<file path="config.mk">
export PLATFORM = sky130hd
export DESIGN_NAME = key_matrix_debouncer_unit
export DESIGN_NICKNAME = d
export VERILOG_FILES = /design/src/rtl/kmd_pkg.sv /design/src/rtl/kmd_in_reg.sv /design/src/rtl/kmd_update.sv /design/src/rtl/kmd_out_reg.sv /design/src/rtl/key_matrix_debouncer_unit.sv
export VERILOG_INCLUDE_DIRS = /design/src /design/src/rtl
export SDC_FILE = /design/constraint.sdc
export NUM_CORES = 1
export LEC_CHECK = 0
export ABC_AREA = 1
export BUFFER_PORTS_ARGS = -buffer_cell sky130_fd_sc_hd__buf_2
export CORE_ASPECT_RATIO = 1.75
export CORE_MARGIN = 2
export CORE_UTILIZATION = 25
export DETAILED_ROUTE_END_ITERATION = 10
export GPL_TIMING_DRIVEN = 0
export SYNTH_ARGS = -nofsm -noshare
export SYNTH_HDL_FRONTEND = slang
export SYNTH_HIERARCHICAL = 1
export SYNTH_SLANG_ARGS = --single-unit
</file>
<file path="constraint.sdc">
create_clock -name clk -period 13.1 [get_ports clk]
set_clock_uncertainty 0.2 [all_clocks]
set_input_delay 1.31 -clock clk [delete_from_list [all_inputs] [get_ports clk]]
set_output_delay 1.31 -clock clk [all_outputs]
set_load 0.01 [all_outputs]
</file>
<file path="src/rtl/key_matrix_debouncer_unit_macros.svh">
// Assertion helpers for the key matrix debouncer.
// Both macros expect clk and arst_n in scope.
`ifndef KEY_MATRIX_DEBOUNCER_UNIT_MACROS_SVH
`define KEY_MATRIX_DEBOUNCER_UNIT_MACROS_SVH

// same-cycle implication
`define KMD_ASSERT_NOW(label, ante, cons, msg) \
	label: assert property (@(posedge clk) disable iff (!arst_n) (ante) |-> (cons)) \
		else $error(msg);

// next-cycle implication
`define KMD_ASSERT_NEXT(label, ante, cons, msg) \
	label: assert property (@(posedge clk) disable iff (!arst_n) (ante) |=> (cons)) \
		else $error(msg);

`endif

</file>
<file path="src/rtl/kmd_pkg.sv">
package kmd_pkg;

	localparam int ROW_W  = 3;
	localparam int COL_W  = 16;
	localparam int CNT_W  = 8;
	localparam int PCNT_W = 7;
	localparam int POP_W  = 5;

	localparam logic [CNT_W-1:0]  RELOAD_RST = 8'd5;
	localparam logic [PCNT_W-1:0] PCNT_MAX   = 7'h7F;

	// one scanned row, packed as on the input stream
	typedef struct packed {
		logic [COL_W-1:0] column_lines;
		logic [ROW_W-1:0] row_index;
	} item_t;

	// one result, packed as on the output stream
	typedef struct packed {
		logic [PCNT_W-1:0] pressed_count;
		logic              settled;
		logic [COL_W-1:0]  stable_row;
	} res_t;

	// bit count of one nibble
	function automatic logic [2:0] pop4(input logic [3:0] v);
		logic [2:0] n;
		case (v)
			4'h0: n = 3'd0;
			4'h1, 4'h2, 4'h4, 4'h8: n = 3'd1;
			4'h3, 4'h5, 4'h6, 4'h9, 4'hA, 4'hC: n = 3'd2;
			4'h7, 4'hB, 4'hD, 4'hE: n = 3'd3;
			4'hF: n = 3'd4;
			default: n = 3'd0;
		endcase
		return n;
	endfunction

	// bit count of a row: four nibble lookups summed
	function automatic logic [POP_W-1:0] popcnt16(input logic [COL_W-1:0] v);
		logic [POP_W-1:0] s;
		s = '0;
		for (int i = 0; i < COL_W / 4; i++) begin
			s = s + POP_W'(pop4(v[i*4 +: 4]));
		end
		return s;
	endfunction

endpackage

</file>
<file path="src/rtl/kmd_in_reg.sv">
module kmd_in_reg (
	input  logic          clk,
	input  logic          arst_n,
	input  logic          s_tvalid,
	output logic          s_tready,
	input  kmd_pkg::item_t item_d,
	input  logic          adv,
	output logic          valid_s1,
	output kmd_pkg::item_t item_s1
);
	import kmd_pkg::*;

	// register is free when empty or draining this cycle
	assign s_tready = !valid_s1 || adv;

	always_ff @(posedge clk or negedge arst_n) begin
		if (!arst_n) begin
			valid_s1 <= 1'b0;
		end else if (s_tready) begin
			valid_s1 <= s_tvalid;
		end
	end

	// payload capture on accepted request
	always_ff @(posedge clk) begin
		if (s_tvalid && s_tready) begin
			item_s1 <= item_d;
		end
	end

endmodule

</file>
<file path="src/rtl/kmd_update.sv">
module kmd_update #(
	parameter int ROWS = 5,
	parameter int COLS = 16
) (
	input  logic                      clk,
	input  logic                      arst_n,
	input  logic                      en,
	input  kmd_pkg::item_t            item,
	input  logic [kmd_pkg::CNT_W-1:0] reload,
	output kmd_pkg::res_t             res_d
);
	import kmd_pkg::*;

	localparam int RW = (ROWS > 1) ? $clog2(ROWS) : 1;
	localparam int TW = $clog2(ROWS * COL_W + 1);
	localparam int EC = (COLS < COL_W) ? COLS : COL_W;
	localparam logic [COL_W-1:0] COL_MASK = COL_W'((32'd1 << EC) - 32'd1);
	localparam logic [31:0] LAST_ROW = 32'(ROWS - 1);

	// debounce state
	logic [COL_W-1:0] pend_q [ROWS];
	logic [POP_W-1:0] pcnt_q [ROWS];
	logic [COL_W-1:0] stab_q [ROWS];
	logic [CNT_W-1:0] cnt_q;
	logic [TW-1:0]    ptot_q;
	logic [TW-1:0]    stot_q;

	logic [31:0]      row_ext;
	logic             in_range;
	logic             is_last;
	logic [RW-1:0]    ridx;
	logic [COL_W-1:0] pressed;
	logic [COL_W-1:0] pend_cur;
	logic [POP_W-1:0] pcnt_cur;
	logic [COL_W-1:0] stab_cur;
	logic [POP_W-1:0] pop_new;
	logic             changed;
	logic [CNT_W-1:0] reload_eff;
	logic [CNT_W-1:0] cnt_a;
	logic             dec;
	logic [CNT_W-1:0] cnt_d;
	logic             copy;
	logic [TW-1:0]    ptot_d;
	logic [TW-1:0]    stot_d;

	// row decode and pending compare
	always_comb begin
		row_ext  = 32'(item.row_index);
		in_range = row_ext < 32'(ROWS);
		is_last  = row_ext == LAST_ROW;
		ridx     = row_ext[RW-1:0];
		pressed  = ~item.column_lines & COL_MASK;
		pend_cur = in_range ? pend_q[ridx] : '0;
		pcnt_cur = in_range ? pcnt_q[ridx] : '0;
		stab_cur = in_range ? stab_q[ridx] : '0;
		pop_new  = popcnt16(pressed);
		changed  = in_range && (pressed != pend_cur);
	end

	// shared counter: reload on change, count down at end of scan
	always_comb begin
		reload_eff = (reload == '0) ? CNT_W'(1) : reload;
		cnt_a      = changed ? reload_eff : cnt_q;
		dec        = in_range && is_last && (cnt_a != '0);
		cnt_d      = dec ? cnt_a - CNT_W'(1) : cnt_a;
		copy       = dec && (cnt_d == '0);
	end

	// running key totals, pending and stable
	always_comb begin
		ptot_d = changed ? (ptot_q - TW'(pcnt_cur) + TW'(pop_new)) : ptot_q;
		stot_d = copy ? ptot_d : stot_q;
	end

	// result for this request
	always_comb begin
		if (!in_range) begin
			res_d.stable_row = '0;
		end else if (copy) begin
			res_d.stable_row = pressed;
		end else begin
			res_d.stable_row = stab_cur;
		end
		res_d.settled = (cnt_d == '0);
		if (32'(stot_d) > 32'(PCNT_MAX)) begin
			res_d.pressed_count = PCNT_MAX;
		end else begin
			res_d.pressed_count = PCNT_W'(stot_d);
		end
	end

	// state update; copy moves every pending row to stable at once
	always_ff @(posedge clk or negedge arst_n) begin
		if (!arst_n) begin
			for (int i = 0; i < ROWS; i++) begin
				pend_q[i] <= '0;
				pcnt_q[i] <= '0;
				stab_q[i] <= '0;
			end
			cnt_q  <= RELOAD_RST;
			ptot_q <= '0;
			stot_q <= '0;
		end else if (en) begin
			for (int i = 0; i < ROWS; i++) begin
				if (changed && (ridx == RW'(i))) begin
					pend_q[i] <= pressed;
					pcnt_q[i] <= pop_new;
				end
				if (copy) begin
					stab_q[i] <= (changed && (ridx == RW'(i))) ? pressed : pend_q[i];
				end
			end
			cnt_q  <= cnt_d;
			ptot_q <= ptot_d;
			stot_q <= stot_d;
		end
	end

endmodule

</file>
<file path="src/rtl/kmd_out_reg.sv">
module kmd_out_reg (
	input  logic          clk,
	input  logic          arst_n,
	input  logic          load,
	input  kmd_pkg::res_t res_d,
	input  logic          m_tready,
	output logic          m_tvalid,
	output kmd_pkg::res_t res_q
);
	import kmd_pkg::*;

	// result valid until taken
	always_ff @(posedge clk or negedge arst_n) begin
		if (!arst_n) begin
			m_tvalid <= 1'b0;
		end else if (load) begin
			m_tvalid <= 1'b1;
		end else if (m_tready) begin
			m_tvalid <= 1'b0;
		end
	end

	always_ff @(posedge clk) begin
		if (load) begin
			res_q <= res_d;
		end
	end

endmodule

</file>
<file path="src/rtl/key_matrix_debouncer_unit.sv">
// A request accepted into the input register moves through the update logic into the output register, raising m_tvalid.
// Throughput: one row per cycle while results are taken; input register, update logic, output register.
// A waiting result blocks the input only once the input register also holds a row.
// Reset (arst_n low, asynchronous): pending and stable matrices clear,
// debounce counter and reload register go to 5, both stream registers empty.
`include "key_matrix_debouncer_unit_macros.svh"

module key_matrix_debouncer_unit #(
	parameter int ROWS = 5,
	parameter int COLS = 16
) (
	input  logic        clk,
	input  logic        arst_n,
	input  logic        s_tvalid,
	output logic        s_tready,
	input  logic [23:0] s_tdata,   // [2:0] row_index, [18:3] column_lines, [23:19] zero
	output logic        m_tvalid,
	input  logic        m_tready,
	output logic [23:0] m_tdata,   // [15:0] stable_row, [16] settled, [23:17] pressed_count
	input  logic        cfg_valid,
	output logic        cfg_ready,
	input  logic [7:0]  cfg_data   // debounce_reload
);
	import kmd_pkg::*;

	logic             valid_s1;
	item_t            item_d;
	item_t            item_s1;
	logic             adv;
	res_t             res_d;
	res_t             res_q;
	logic [CNT_W-1:0] reload_q;

	assign item_d = item_t'(s_tdata[ROW_W+COL_W-1:0]);

	// stage advances when the output slot is free or being emptied
	assign adv = valid_s1 && (!m_tvalid || m_tready);

	// reload register, written any time
	assign cfg_ready = 1'b1;
	always_ff @(posedge clk or negedge arst_n) begin
		if (!arst_n) begin
			reload_q <= RELOAD_RST;
		end else if (cfg_valid) begin
			reload_q <= cfg_data;
		end
	end

	kmd_in_reg u_in (
		.clk      (clk),
		.arst_n   (arst_n),
		.s_tvalid (s_tvalid),
		.s_tready (s_tready),
		.item_d   (item_d),
		.adv      (adv),
		.valid_s1 (valid_s1),
		.item_s1  (item_s1)
	);

	kmd_update #(
		.ROWS (ROWS),
		.COLS (COLS)
	) u_upd (
		.clk    (clk),
		.arst_n (arst_n),
		.en     (adv),
		.item   (item_s1),
		.reload (reload_q),
		.res_d  (res_d)
	);

	kmd_out_reg u_out (
		.clk      (clk),
		.arst_n   (arst_n),
		.load     (adv),
		.res_d    (res_d),
		.m_tready (m_tready),
		.m_tvalid (m_tvalid),
		.res_q    (res_q)
	);

	assign m_tdata = res_q;

	// checks
	`KMD_ASSERT_NEXT(a_adv_gives_result, adv, m_tvalid, "advanced row produced no result")
	`KMD_ASSERT_NOW(a_stall_only_when_full, !s_tready, valid_s1 && m_tvalid && !m_tready, "input stalled with free space")
	`KMD_ASSERT_NEXT(a_accept_fills_s1, s_tvalid && s_tready, valid_s1, "accepted request lost in input register")

endmodule

</file>
==> results_dict.tcl <==
set metrics [dict create \
    fin_util 0.2919 \
    route.final.wire_length_um 51790 \
    core_um2 56260 \
    port_buffers 57 \
    rsz0062_at_grt "no" \
    vias 13130 \
    grt_pass1_vias 13600 \
    cts.clk_slew.worst_paths_ps 70 \
    yosysWarnings 6 \
    gr-usage-all-layers 0.1755 \
    synth_seq_cells 260 \
    ir_drop_v 0.0001152 \
    antenna_found_initial 3 \
    worst_slew_pin_slew_ps 945.6 \
    slew_violations 0 \
    critPathCaptureType "register" \
    cts_buffer_depth 3 \
    yosys.cell_count.top_type "nand2_1" \
    overflow 0 \
    routabilityCongestion 0.9608 \
    hold_end "u_upd/stab_q[8]$_DFFE_PN0P_" \
    fin_crit_ps 6745 \
    ctsResizeCount 0 \
    yosys.area.top_type "dfrtp_1" \
    grt_max_degree 84 \
    worstPathArrival_ps 6960 \
    drc 0 \
    synthArstFlopShare 0.8346 \
    reg2reg_depth 23 \
    layout-drive-gt1-share 0.07992 \
    fmax_ghz 0.1483 \
    routedWlPerCell_um 18.91 \
    cts.sinks 260 \
    syn_area_um2 14260 \
    cts_setup_buffers 0 \
    synth-edff-count 43 \
    yosysUniqueCellTypes 42 \
    cts_tree "built" \
    areaGrowthSynthToFinish_pct 15.18 \
    leakagePower_nw 8.247 \
    fin_crit_sh 0.5149 \
    cts_root_buf "clkbuf_16" \
    dr.pass1.iters 5 \
    hp-start "u_upd/stab_q[8]$_DFFE_PN0P_" \
    start_kind "register" \
    synth_cells 1875 \
    setup.worst_path.class "reg -> reg" \
    synth.area.top_cells "dfrtp_1 37%, nand2_1 20%, edfxtp_1 9.1%" \
    hold_depth 2 \
    setup_viol 0 \
    initial_core_util 0.2534 \
    r2r-end "u_out/res_q[23]$_DFFE_PP_" \
    io_pins 64 \
    status "completed" \
    fp.dieW_um 184.5 \
    cts_buffers 25 \
    ant_nets 0 \
    pwr_density_cell_nw_per_um2 186.0 \
    drv_cap 0 \
    cp.required_ps 13310 \
    hold_buffers 0 \
    hp-class "reg -> reg" \
    die-area_um2 59030 \
    die_y_um 319.9 \
    nets 2033 \
    dp_hpwl_um 40850 \
    final_cell_area_um2 16420 \
    reg2reg_from "u_in/item_s1[10]$_DFFE_PP_" \
    grt_first_pass_wirelength_um 78460 \
    mappedNetlistNets 1947 \
    avgSynthCellArea_um2 7.604 \
    via_per_inst 4.792 \
    rows 115 \
    synth_top_area_share 0.3738 \
    max-slew-margin-rel 0.3682 \
    cp_max_fo 11 \
    cts_max_level 1 \
    ff2ff_setup_slack_ps 6350 \
    synth_common_cells "757 x nand2_1, 232 x o21ai_0, 213 x dfrtp_1" \
    finalHoldViolations 0 \
    place_area_um2 15580 \
    finalSetupTns_ps 0 \
    clk_latency_ps 560 \
    first_iter_violations 1086 \
    synth_ff_type "dfrtp_1" \
    synth_seq_area_share 0.4718 \
]
==> cell type report <==
cell class / instances / area (um2)
Fill cell: 6049 / 39840
Clock buffer: 34 / 753.2
Inverter: 132 / 495.5
Clock inverter: 9 / 82.58
Tap cell: 760 / 950.9
Sequential cell: 260 / 6726
Timing Repair Buffer: 59 / 350.3
Antenna cell: 2 / 5.005
Buffer: 132 / 626.9
Multi-Input combinational cell: 1351 / 6431
==> through the flow <==
stage | setup WS (ps) | cells | hold slack, ps | power [mW]
after floorplan | 7698 | 1875 | 236.7 | 1.923
after global placement | 6446 | 2692 | 250.5 | 2.245
after detailed placement | 6426 | 2694 | 254.3 | 2.290
after CTS | 6404 | 2737 | 271.4 | 3.058
after global routing | 6027 | 2737 | 281.9 | 3.275
final | 6355 | 2739 | 275.1 | 3.054
==> report_power, final <==
group          internal, mW  switching [mW]
Sequential             1.04           0.156
Combinational         0.377           0.721
Clock                 0.423           0.336
Total                  1.84            1.21
==> metal layers <==
metal	track usage	wire length [um]
met5	0	13
met4	0.1419	4599
met1	0.1703	17510
met2	0.3266	27010
met3	0.02266	2661
==> cell families (layout without fill, tap and decap cells) <==
family / Yosys count / in the layout / share of synthesized area
simple gates: 1004 / 1004 / 0.2950
compound gates: 295 / 295 / 0.1079
buf+inv: 264 / 366 / 0.07872
flops: 260 / 260 / 0.4718
fa+ha+maj: 35 / 35 / 0.03651
xor+xnor: 16 / 16 / 0.009829
other cells: 1 / 3 / 0.0002630
==> worst max path at each step <==
stage / start / endpoint / slack (ps) / depth (start not counted)
CTS: u_in/item_s1[10]$_DFFE_PP_ / u_out/res_q[23]$_DFFE_PP_ / 6400 / 23
floorplan: u_in/item_s1[11]$_DFFE_PP_ / u_out/res_q[23]$_DFFE_PP_ / 7700 / 24
global route: u_in/item_s1[10]$_DFFE_PP_ / u_out/res_q[23]$_DFFE_PP_ / 6030 / 23
global placement: u_in/item_s1[10]$_DFFE_PP_ / u_out/res_q[23]$_DFFE_PP_ / 6450 / 23
finish: u_in/item_s1[10]$_DFFE_PP_ / u_out/res_q[23]$_DFFE_PP_ / 6350 / 23
detailed placement: u_in/item_s1[10]$_DFFE_PP_ / u_out/res_q[23]$_DFFE_PP_ / 6430 / 23
==> worst max-delay path: stages, from the launching register on <==
cell	delay, ps
edfxtp_1	550
clkbuf_1	720
a21oi_1	260
fa_1	570
inv_1	50
fa_1	480
inv_1	50
ha_1	210
fa_1	430
xor2_1	580
inv_1	140
fa_1	540
inv_1	50
ha_1	340
nand2_1	60
o21ai_0	300
a21oi_1	140
nor2_1	110
nor2_1	60
xor2_1	130
nor2_1	130
xor2_1	270
nand3_1	110
nand2_1	140
==> sequential cells by signal, summed over array words and instances (netlist names) <==
name,count
u_in/item_s1,19
u_upd/cnt_q,8
u_out/res_q,24
u_upd/stot_q,7
u_upd/pcnt_q,25
u_in/valid_s1,1
u_out/m_tvalid,1
reload_q,8
u_upd/stab_q,80
u_upd/pend_q,80
u_upd/ptot_q,7
==> cells in the final DEF (no fill, tap or decap), types with 28 or more instances in the layout <==
cell	n
nand2_1	757
o21ai_0	232
dfrtp_1	213
inv_1	127
nand4_1	94
clkbuf_1	79
buf_2	71
nand3_1	59
nor2_1	56
edfxtp_1	43
clkbuf_16	28
No activity file was read; power rests on OpenSTA's default activity.
